<file path="config.mk">
export PLATFORM = sky130hd
export DESIGN_NAME = gate_driver_spi_register_sequencer
export DESIGN_NICKNAME = d
export VERILOG_FILES = /design/src/gdsrs_pkg.sv /design/src/gdsrs_cfg.sv /design/src/gdsrs_core.sv /design/src/gate_driver_spi_register_sequencer.sv
export SDC_FILE = /design/constraint.sdc
export NUM_CORES = 1
export LEC_CHECK = 0
export ABC_CLOCK_PERIOD_IN_PS = 2700
export BUFFER_PORTS_ARGS = -buffer_cell sky130_fd_sc_hd__clkbuf_2
export CORE_MARGIN = 8
export CORE_UTILIZATION = 54
export DETAILED_ROUTE_END_ITERATION = 8
export PLACE_DENSITY = 0.79
export SLEW_MARGIN = 20
export SYNTH_ARGS = -nofsm -noshare
export SYNTH_HDL_FRONTEND = slang
export SYNTH_HIERARCHICAL = 1
export SYNTH_SLANG_ARGS = --single-unit
</file>
<file path="constraint.sdc">
create_clock -name clk -period 2.7 [get_ports clk]
set_input_delay 0.27 -clock clk [delete_from_list [all_inputs] [get_ports clk]]
set_output_delay 0.27 -clock clk [all_outputs]
set_load 0.05 [all_outputs]
</file>
<file path="src/gdsrs_pkg.sv">
`timescale 1ns / 1ps
// ----------------------------------------------------------------------------
// gdsrs_pkg
// Shared types, codes and constants for the gate-driver SPI register sequencer.
// ----------------------------------------------------------------------------
package gdsrs_pkg;

    localparam int TIMER_BITS = 16;
    localparam int CMP_W      = 33;

    localparam logic [15:0] SWITCH_DELAY      = 16'd10;
    localparam logic [15:0] STATUS_STEP_DELAY = 16'd1;
    localparam logic [15:0] POLL_RESET        = 16'd100;

    localparam logic [10:0] DATA_MASK = 11'h7FF;

    localparam int NUM_CTRL = 7;

    localparam logic [2:0] ST_WAIT   = 3'd4;
    localparam logic [2:0] ST_LAST   = 3'd3;
    localparam logic [2:0] CT_WAIT   = 3'd7;
    localparam logic [2:0] CT_LAST   = 3'd6;
    localparam logic [3:0] CTRL_BASE = 4'd4;

    typedef enum logic [1:0] {
        MODE_POLL    = 2'd0,
        MODE_TICK    = 2'd1,
        MODE_CONFIRM = 2'd2
    } mode_t;

    typedef enum logic [2:0] {
        PH_INIT    = 3'd0,
        PH_IDLE    = 3'd1,
        PH_STATUS  = 3'd2,
        PH_CONTROL = 3'd3,
        PH_WAIT    = 3'd4
    } phase_t;

    typedef enum logic [2:0] {
        CFG_HS_GATE      = 3'd0,
        CFG_LS_GATE      = 3'd1,
        CFG_GATE_DRIVE   = 3'd2,
        CFG_IC_OPERATION = 3'd3,
        CFG_SHUNT_AMP    = 3'd4,
        CFG_REGULATOR    = 3'd5,
        CFG_VDS_SENSE    = 3'd6,
        CFG_POLL         = 3'd7
    } cfg_index_t;

    typedef struct packed {
        logic [1:0]  mode;
        logic [15:0] spi_reply;
    } in_item_t;

    typedef struct packed {
        logic        access_valid;
        logic [15:0] spi_command;
        logic [3:0]  reg_slot;
        logic [10:0] reg_value;
        logic        drive_enable;
    } out_item_t;

    // chip register address of each slot
    function automatic logic [3:0] slot_address(input logic [3:0] slot);
        logic [3:0] addr;
        unique case (slot)
            4'd0:    addr = 4'd1;
            4'd1:    addr = 4'd2;
            4'd2:    addr = 4'd3;
            4'd3:    addr = 4'd4;
            4'd4:    addr = 4'd5;
            4'd5:    addr = 4'd6;
            4'd6:    addr = 4'd7;
            4'd7:    addr = 4'd9;
            4'd8:    addr = 4'd10;
            4'd9:    addr = 4'd11;
            4'd10:   addr = 4'd12;
            default: addr = 4'd0;
        endcase
        return addr;
    endfunction

    // true once the tick count has reached the limit
    function automatic logic ticks_reached(input logic [TIMER_BITS-1:0] ticks,
                                           input logic [15:0] limit);
        logic [CMP_W-1:0] t;
        logic [CMP_W-1:0] l;
        t = CMP_W'(ticks);
        l = CMP_W'(limit);
        return t >= l;
    endfunction

endpackage

</file>
<file path="src/gdsrs_cfg.sv">
`timescale 1ns / 1ps
// ----------------------------------------------------------------------------
// gdsrs_cfg
// Control word registers and poll interval, with a read port for the
// control word of the current write step.
// ----------------------------------------------------------------------------
module gdsrs_cfg (
    input  logic        clk,
    input  logic        rst_n,
    input  logic        wr_en,
    input  logic [2:0]  wr_index,
    input  logic [15:0] wr_data,
    input  logic [2:0]  rd_index,
    output logic [10:0] ctrl_word,
    output logic [15:0] poll_interval
);

    logic [10:0] word_reg [gdsrs_pkg::NUM_CTRL];
    logic [15:0] poll_reg;

    always_ff @(posedge clk or negedge rst_n)
    begin
        if (!rst_n)
        begin
            for (int i = 0; i < gdsrs_pkg::NUM_CTRL; i++)
            begin
                word_reg[i] <= '0;
            end
            poll_reg <= gdsrs_pkg::POLL_RESET;
        end
        else if (wr_en)
        begin
            if (wr_index == gdsrs_pkg::CFG_POLL)
            begin
                poll_reg <= wr_data;
            end
            else
            begin
                word_reg[wr_index] <= wr_data[10:0] & gdsrs_pkg::DATA_MASK;
            end
        end
    end

    always_comb
    begin
        if (rd_index == gdsrs_pkg::CT_WAIT)
        begin
            ctrl_word = '0;
        end
        else
        begin
            ctrl_word = word_reg[rd_index];
        end
    end

    assign poll_interval = poll_reg;

endmodule

</file>
<file path="src/gdsrs_core.sv">
`timescale 1ns / 1ps
// ----------------------------------------------------------------------------
// gdsrs_core
// Sequencer state (phase, sub-steps, shared wait timer, drive enable) and the
// single-pass step logic that forms the frame for each accepted transaction.
// ----------------------------------------------------------------------------
module gdsrs_core (
    input  logic                  clk,
    input  logic                  rst_n,
    input  logic                  step_en,
    input  gdsrs_pkg::in_item_t   item,
    input  logic [10:0]           ctrl_word,
    input  logic [15:0]           poll_interval,
    output logic [2:0]            ctrl_index,
    output gdsrs_pkg::out_item_t  result
);

    localparam int TB = gdsrs_pkg::TIMER_BITS;

    gdsrs_pkg::phase_t phase_reg, phase_next;
    gdsrs_pkg::phase_t after_reg, after_next;
    logic [2:0]    st_step_reg, st_step_next;
    logic [2:0]    st_after_reg, st_after_next;
    logic [2:0]    ct_step_reg, ct_step_next;
    logic [2:0]    ct_after_reg, ct_after_next;
    logic [TB-1:0] ticks_reg, ticks_next;
    logic [15:0]   wait_reg, wait_next;
    logic          drive_reg, drive_next;

    logic is_poll;
    logic st_access;
    logic ct_access;
    logic wait_done;

    assign is_poll    = (item.mode == gdsrs_pkg::MODE_POLL);
    assign st_access  = (phase_reg == gdsrs_pkg::PH_STATUS) && (st_step_reg < gdsrs_pkg::ST_WAIT);
    assign ct_access  = (phase_reg == gdsrs_pkg::PH_CONTROL) && (ct_step_reg < gdsrs_pkg::CT_WAIT);
    assign wait_done  = gdsrs_pkg::ticks_reached(ticks_reg, wait_reg);
    assign ctrl_index = ct_step_reg;

    // next state
    always_comb
    begin
        phase_next    = phase_reg;
        after_next    = after_reg;
        st_step_next  = st_step_reg;
        st_after_next = st_after_reg;
        ct_step_next  = ct_step_reg;
        ct_after_next = ct_after_reg;
        ticks_next    = ticks_reg;
        wait_next     = wait_reg;
        drive_next    = drive_reg;

        unique case (item.mode)
            gdsrs_pkg::MODE_TICK:
            begin
                if (ticks_reg != {TB{1'b1}})
                begin
                    ticks_next = ticks_reg + TB'(1);
                end
            end
            gdsrs_pkg::MODE_CONFIRM:
            begin
                ticks_next = '0;
                phase_next = gdsrs_pkg::PH_WAIT;
                after_next = gdsrs_pkg::PH_CONTROL;
                wait_next  = gdsrs_pkg::SWITCH_DELAY;
            end
            gdsrs_pkg::MODE_POLL:
            begin
                unique case (phase_reg)
                    gdsrs_pkg::PH_INIT:
                    begin
                        drive_next = 1'b1;
                        ticks_next = '0;
                        phase_next = gdsrs_pkg::PH_WAIT;
                        after_next = gdsrs_pkg::PH_CONTROL;
                        wait_next  = gdsrs_pkg::SWITCH_DELAY;
                    end
                    gdsrs_pkg::PH_IDLE:
                    begin
                        if (gdsrs_pkg::ticks_reached(ticks_reg, poll_interval))
                        begin
                            ticks_next = '0;
                            phase_next = gdsrs_pkg::PH_WAIT;
                            after_next = gdsrs_pkg::PH_STATUS;
                            wait_next  = gdsrs_pkg::SWITCH_DELAY;
                        end
                    end
                    gdsrs_pkg::PH_WAIT:
                    begin
                        if (wait_done)
                        begin
                            phase_next = after_reg;
                        end
                    end
                    gdsrs_pkg::PH_STATUS:
                    begin
                        if (st_step_reg == gdsrs_pkg::ST_WAIT)
                        begin
                            if (wait_done)
                            begin
                                st_step_next = st_after_reg;
                            end
                        end
                        else if (st_access)
                        begin
                            ticks_next = '0;
                            wait_next  = gdsrs_pkg::STATUS_STEP_DELAY;
                            if (st_step_reg == gdsrs_pkg::ST_LAST)
                            begin
                                st_step_next = '0;
                                phase_next   = gdsrs_pkg::PH_WAIT;
                                after_next   = gdsrs_pkg::PH_IDLE;
                            end
                            else
                            begin
                                st_step_next  = gdsrs_pkg::ST_WAIT;
                                st_after_next = st_step_reg + 3'd1;
                            end
                        end
                    end
                    gdsrs_pkg::PH_CONTROL:
                    begin
                        if (ct_step_reg == gdsrs_pkg::CT_WAIT)
                        begin
                            if (wait_done)
                            begin
                                ct_step_next = ct_after_reg;
                            end
                        end
                        else
                        begin
                            ticks_next = '0;
                            wait_next  = gdsrs_pkg::SWITCH_DELAY;
                            if (ct_step_reg == gdsrs_pkg::CT_LAST)
                            begin
                                ct_step_next = '0;
                                phase_next   = gdsrs_pkg::PH_WAIT;
                                after_next   = gdsrs_pkg::PH_IDLE;
                            end
                            else
                            begin
                                ct_step_next  = gdsrs_pkg::CT_WAIT;
                                ct_after_next = ct_step_reg + 3'd1;
                            end
                        end
                    end
                    default:
                    begin
                    end
                endcase
            end
            default:
            begin
                // unused mode code: no change
            end
        endcase
    end

    // result of this step
    always_comb
    begin
        result              = '0;
        result.drive_enable = drive_next;
        if (is_poll && st_access)
        begin
            result.access_valid = 1'b1;
            result.reg_slot     = {1'b0, st_step_reg};
            result.spi_command  = {1'b1, gdsrs_pkg::slot_address({1'b0, st_step_reg}), 11'd0};
            result.reg_value    = item.spi_reply[10:0] & gdsrs_pkg::DATA_MASK;
        end
        else if (is_poll && ct_access)
        begin
            result.access_valid = 1'b1;
            result.reg_slot     = gdsrs_pkg::CTRL_BASE + {1'b0, ct_step_reg};
            result.spi_command  = {1'b0,
                                   gdsrs_pkg::slot_address(gdsrs_pkg::CTRL_BASE
                                                           + {1'b0, ct_step_reg}),
                                   ctrl_word};
            result.reg_value    = item.spi_reply[10:0] & gdsrs_pkg::DATA_MASK;
        end
    end

    always_ff @(posedge clk or negedge rst_n)
    begin
        if (!rst_n)
        begin
            phase_reg    <= gdsrs_pkg::PH_INIT;
            after_reg    <= gdsrs_pkg::PH_INIT;
            st_step_reg  <= '0;
            st_after_reg <= '0;
            ct_step_reg  <= '0;
            ct_after_reg <= '0;
            ticks_reg    <= '0;
            wait_reg     <= '0;
            drive_reg    <= 1'b0;
        end
        else if (step_en)
        begin
            phase_reg    <= phase_next;
            after_reg    <= after_next;
            st_step_reg  <= st_step_next;
            st_after_reg <= st_after_next;
            ct_step_reg  <= ct_step_next;
            ct_after_reg <= ct_after_next;
            ticks_reg    <= ticks_next;
            wait_reg     <= wait_next;
            drive_reg    <= drive_next;
        end
    end

endmodule

</file>
<file path="src/gate_driver_spi_register_sequencer.sv">
`timescale 1ns / 1ps
// ----------------------------------------------------------------------------
// gate_driver_spi_register_sequencer
// Timed SPI frame sequencer for a gate-driver chip: poll steps, timer ticks
// and reprogram requests in, one frame/status result out per transaction.
// ----------------------------------------------------------------------------
// usage
//   in channel  (in_valid/in_ready, in_item): one poll step, tick or confirm
//   out channel (out_valid/out_ready, out_item): exactly one result per input
//   cfg channel (cfg_valid/cfg_ready, cfg_index, cfg_data): control words 0-6
//     and the poll interval at index 7; cfg_ready is always high, write only
//     while the block is idle
// output: the result is registered and appears in the cycle after its input transaction
// throughput: one transaction per cycle while the output is not stalled; the whole step is one pass of
//   phase/sub-step logic between the sequencer state and the result register
// stall: while out_valid is high and out_ready low the result register holds
//   and in_ready drops; in_ready follows out_ready in the same cycle, so a
//   draining output keeps full rate
// reset: phase goes to init, drive enable low, timer cleared, control words
//   zero, poll interval 100; no clearing pass is needed
// ----------------------------------------------------------------------------
module gate_driver_spi_register_sequencer (
    input  logic                  clk,
    input  logic                  rst_n,
    input  logic                  in_valid,
    output logic                  in_ready,
    input  gdsrs_pkg::in_item_t   in_item,
    output logic                  out_valid,
    input  logic                  out_ready,
    output gdsrs_pkg::out_item_t  out_item,
    input  logic                  cfg_valid,
    output logic                  cfg_ready,
    input  logic [2:0]            cfg_index,
    input  logic [15:0]           cfg_data
);

    logic                 out_valid_reg, out_valid_next;
    gdsrs_pkg::out_item_t out_item_reg;
    gdsrs_pkg::out_item_t step_result;
    logic                 accept;
    logic [2:0]           ctrl_index;
    logic [10:0]          ctrl_word;
    logic [15:0]          poll_interval;

    assign cfg_ready = 1'b1;
    assign in_ready  = !out_valid_reg || out_ready;
    assign accept    = in_valid && in_ready;

    gdsrs_cfg u_cfg (
        .clk           (clk),
        .rst_n         (rst_n),
        .wr_en         (cfg_valid && cfg_ready),
        .wr_index      (cfg_index),
        .wr_data       (cfg_data),
        .rd_index      (ctrl_index),
        .ctrl_word     (ctrl_word),
        .poll_interval (poll_interval)
    );

    gdsrs_core u_core (
        .clk           (clk),
        .rst_n         (rst_n),
        .step_en       (accept),
        .item          (in_item),
        .ctrl_word     (ctrl_word),
        .poll_interval (poll_interval),
        .ctrl_index    (ctrl_index),
        .result        (step_result)
    );

    always_comb
    begin
        out_valid_next = out_valid_reg;
        if (accept)
        begin
            out_valid_next = 1'b1;
        end
        else if (out_ready)
        begin
            out_valid_next = 1'b0;
        end
    end

    always_ff @(posedge clk or negedge rst_n)
    begin
        if (!rst_n)
        begin
            out_valid_reg <= 1'b0;
        end
        else
        begin
            out_valid_reg <= out_valid_next;
        end
    end

    // payload register, loaded on each input transaction
    always_ff @(posedge clk)
    begin
        if (accept)
        begin
            out_item_reg <= step_result;
        end
    end

    assign out_valid = out_valid_reg;
    assign out_item  = out_item_reg;

endmodule

</file>
==> flow_summary.json <==
{
  "status": "finished with violations",
  "violations": "negative setup slack",
  "gp_congestion": 0.8317,
  "end_kind": "flip-flop",
  "synth_top_family_by_area": "multiplexers",
  "peakVddDrop_uv": 600.3,
  "cts-htree-levels": 4,
  "drv_cap": 0,
  "clock_latency_ns": 0.43,
  "num_vias": 5774,
  "pre_cts_ws_ns": -0.1137,
  "critPathKind": "reg -> reg",
  "yosysWarnings": 6,
  "numCtsBuffers": 17,
  "finalHoldViolations": 0,
  "async_flop_share": 0.7975,
  "final_util": 0.6392,
  "synth_xor_area_frac": 0,
  "fin_crit_ns": 2.745,
  "routed_via_density": 5.946,
  "max_freq_ghz": 0.3643,
  "initial_core_util": 0.5459,
  "first_global_vias": 5974,
  "wirelength_mm": 18.78,
  "layout-drive-gt1-share": 0.3563,
  "port_buffers": 71,
  "wl_met3_mm": 1.125,
  "wl_met1_mm": 8.434,
  "grt_max_degree": 56,
  "crit_start": "u_cfg/poll_interval[5]",
  "synthAdderAreaFrac": 0.04591,
  "drtAntennaViolNets": 0,
  "io_pins": 78,
  "core_area_um2": 14980,
  "syn-num-nets": 744,
  "fin_ws_ns": -0.04513,
  "avgSynthCellArea_um2": 12.17,
  "regArea_um2": 4250,
  "diodes": 0,
  "drt-initial-drc-count": 411,
  "synth_seq_cells": 163,
  "cts.clk_slew.worst_paths_ns": 0.06,
  "top_layer": "met5",
  "r2r_setup_slack_ns": -0.05,
  "synth_compound_area_frac": 0.08050,
  "cp_max_fo": 7,
  "fp.dieW_um": 139.0,
  "drc": 0,
  "grt_pass1_wl_mm": 30.59,
  "syn_inst": 672,
  "met2WireLength_mm": 8.843,
  "cp.arrival_ns": 3.07,
  "final_common_cell": "dfrtp_1",
  "yosys.area_share.simple": 0.1315,
  "reg2reg_depth": 9,
  "die_h_um": 139.0,
  "required_ns": 3.03,
  "grt_overflow_total": 0,
  "syn_area_um2": 8175,
  "synth_mux_area_frac": 0.1814,
  "root_buffer": "clkbuf_16",
  "dieArea_um2": 19330,
  "power.density_nw_per_um2": 839.7,
  "multi_input_area_um2": 3676,
  "synth_edf_count": 33,
  "worst_hold_path.num_cells": 2,
  "rsz0062_at_grt": "true",
  "first_pass_iters": 7,
  "grt_usage": 0.1995,
  "hold_start": "in_valid",
  "dp_hpwl_mm": 12.53,
  "finalSetupViolations": 5,
  "ys.flop_type": "dfrtp_1",
  "start_kind": "flip-flop",
  "seq_area_frac_synth": 0.5196,
  "relSlewSlack": 0.4268,
  "fin_worst_skew_ns": 0.008028,
  "syn2layout_area_growth_pct": 17.10,
  "regToRegStartpoint": "u_cfg/poll_interval[5]",
  "tightest_slew_ns": 0.8553,
  "clockBufferDepth": 2,
  "cts_tree": "yes",
  "power.leakage_nw": 4.433,
  "slew_viol_final": 0,
  "clock_sinks": 163,
  "fillers": 1094,
  "post_drt_wl_per_cell_um": 19.34,
  "antenna_found_initial": 1,
  "final_nets": 842,
  "fin_crit_sh": 1.017,
  "row_count": 45,
  "largest_reg_flops": 77,
  "hold_class": "in -> reg",
  "fin_cells": 971,
  "ys_types": 61,
  "dpl.cell_count": 933,
  "final_cell_mix": "dfrtp_1, mux2_2, clkbuf_2, nand2_1, buf_4",
  "power_mw": 8.038,
  "hold_ws_ns": 0.05043
}
[per-stage QoR]
stage | cell area (um2) | setup TNS, ns
CTS | 9563 | -0.3198
floorplan | 8195 | -0.09903
finish | 9573 | -0.1202
global placement | 8847 | -0.001992
detailed placement | 8847 | -0.7381
global route | 9573 | -0.7012
[repair_timing]
action	CTS	global route
gates resized for setup	10	2
pin swaps	15	7
endpoints found under the hold margin	49	0
endpoints found under the setup margin	18	19
hold buffers	1	0
setup buffers	3	2
gates cloned	1	0
[critical path, cell delays in order (launching register included)]
cell	delay, ns
dfstp_2	0.54
inv_2	0.05
ha_4	0.27
nand3_2	0.06
or4_4	0.55
o22ai_4	0.15
nor3_4	0.08
or4_4	0.58
buf_4	0.19
a21o_1	0.17
[cells in the mapped netlist, drive strengths merged, types with 11 or more instances]
| master | number | area [um2] |
|---|---|---|
| nand2 | 47 | 176.4 |
| mux2 | 97 | 1092 |
| o21ai | 16 | 80.08 |
| dfrtp | 127 | 3178 |
| edfxtp | 33 | 991.0 |
| ha | 30 | 375.4 |
| buf | 21 | 163.9 |
| and2 | 16 | 102.6 |
| nor2b | 15 | 93.84 |
| clkbuf | 13 | 48.80 |
| nor2 | 17 | 63.81 |
| mux2i | 39 | 390.4 |
| a22o | 13 | 113.9 |
| or2 | 14 | 87.58 |
| nand3 | 14 | 70.07 |
| a21oi | 11 | 55.05 |
| a31oi | 13 | 81.33 |
| inv | 32 | 120.1 |
[metal layers]
layer,vias up,global-route usage
met4,2,0.08146
met1,2884,0.2510
met2,210,0.3247
met5,-,0
met3,38,0.04819
li1,2640,-
[area by class of cell]
type | count | share of cell area
clock buffers | 19 | 0.04627
multi-input cells | 444 | 0.3840
inverters | 32 | 0.01255
repair buffers | 112 | 0.06979
clock inverters | 13 | 0.01882
well taps | 188 | 0.02457
flip-flops and latches | 163 | 0.4440
[where the power goes]
part	internal, mW	total, mW	leakage [nW]	switching, mW
logic	1.05	2.23	2.26	1.17
clock network	1.57	2.55	0.306	0.977
registers	2.98	3.27	1.87	0.284
total	5.61	8.04	4.43	2.43
[cell families after synthesis]
kind of cell	after synthesis
fa+ha+maj	30
buf+inv	66
simple gates	184
mux	136
compound gates	92
other cells	1
flops	163
[path summary, 6_finish.rpt]
kind                                                end
worst min register to register         u_core/drive_reg
max in group asynchronous            u_cfg/word_reg[39]
min in group asynchronous       u_cfg/poll_interval[11]
worst max register to register      u_core/ticks_reg[2]
worst min-delay path                          out_valid
worst max-delay path                u_core/ticks_reg[2]
Note: power is estimated with default switching activity, not from simulation.
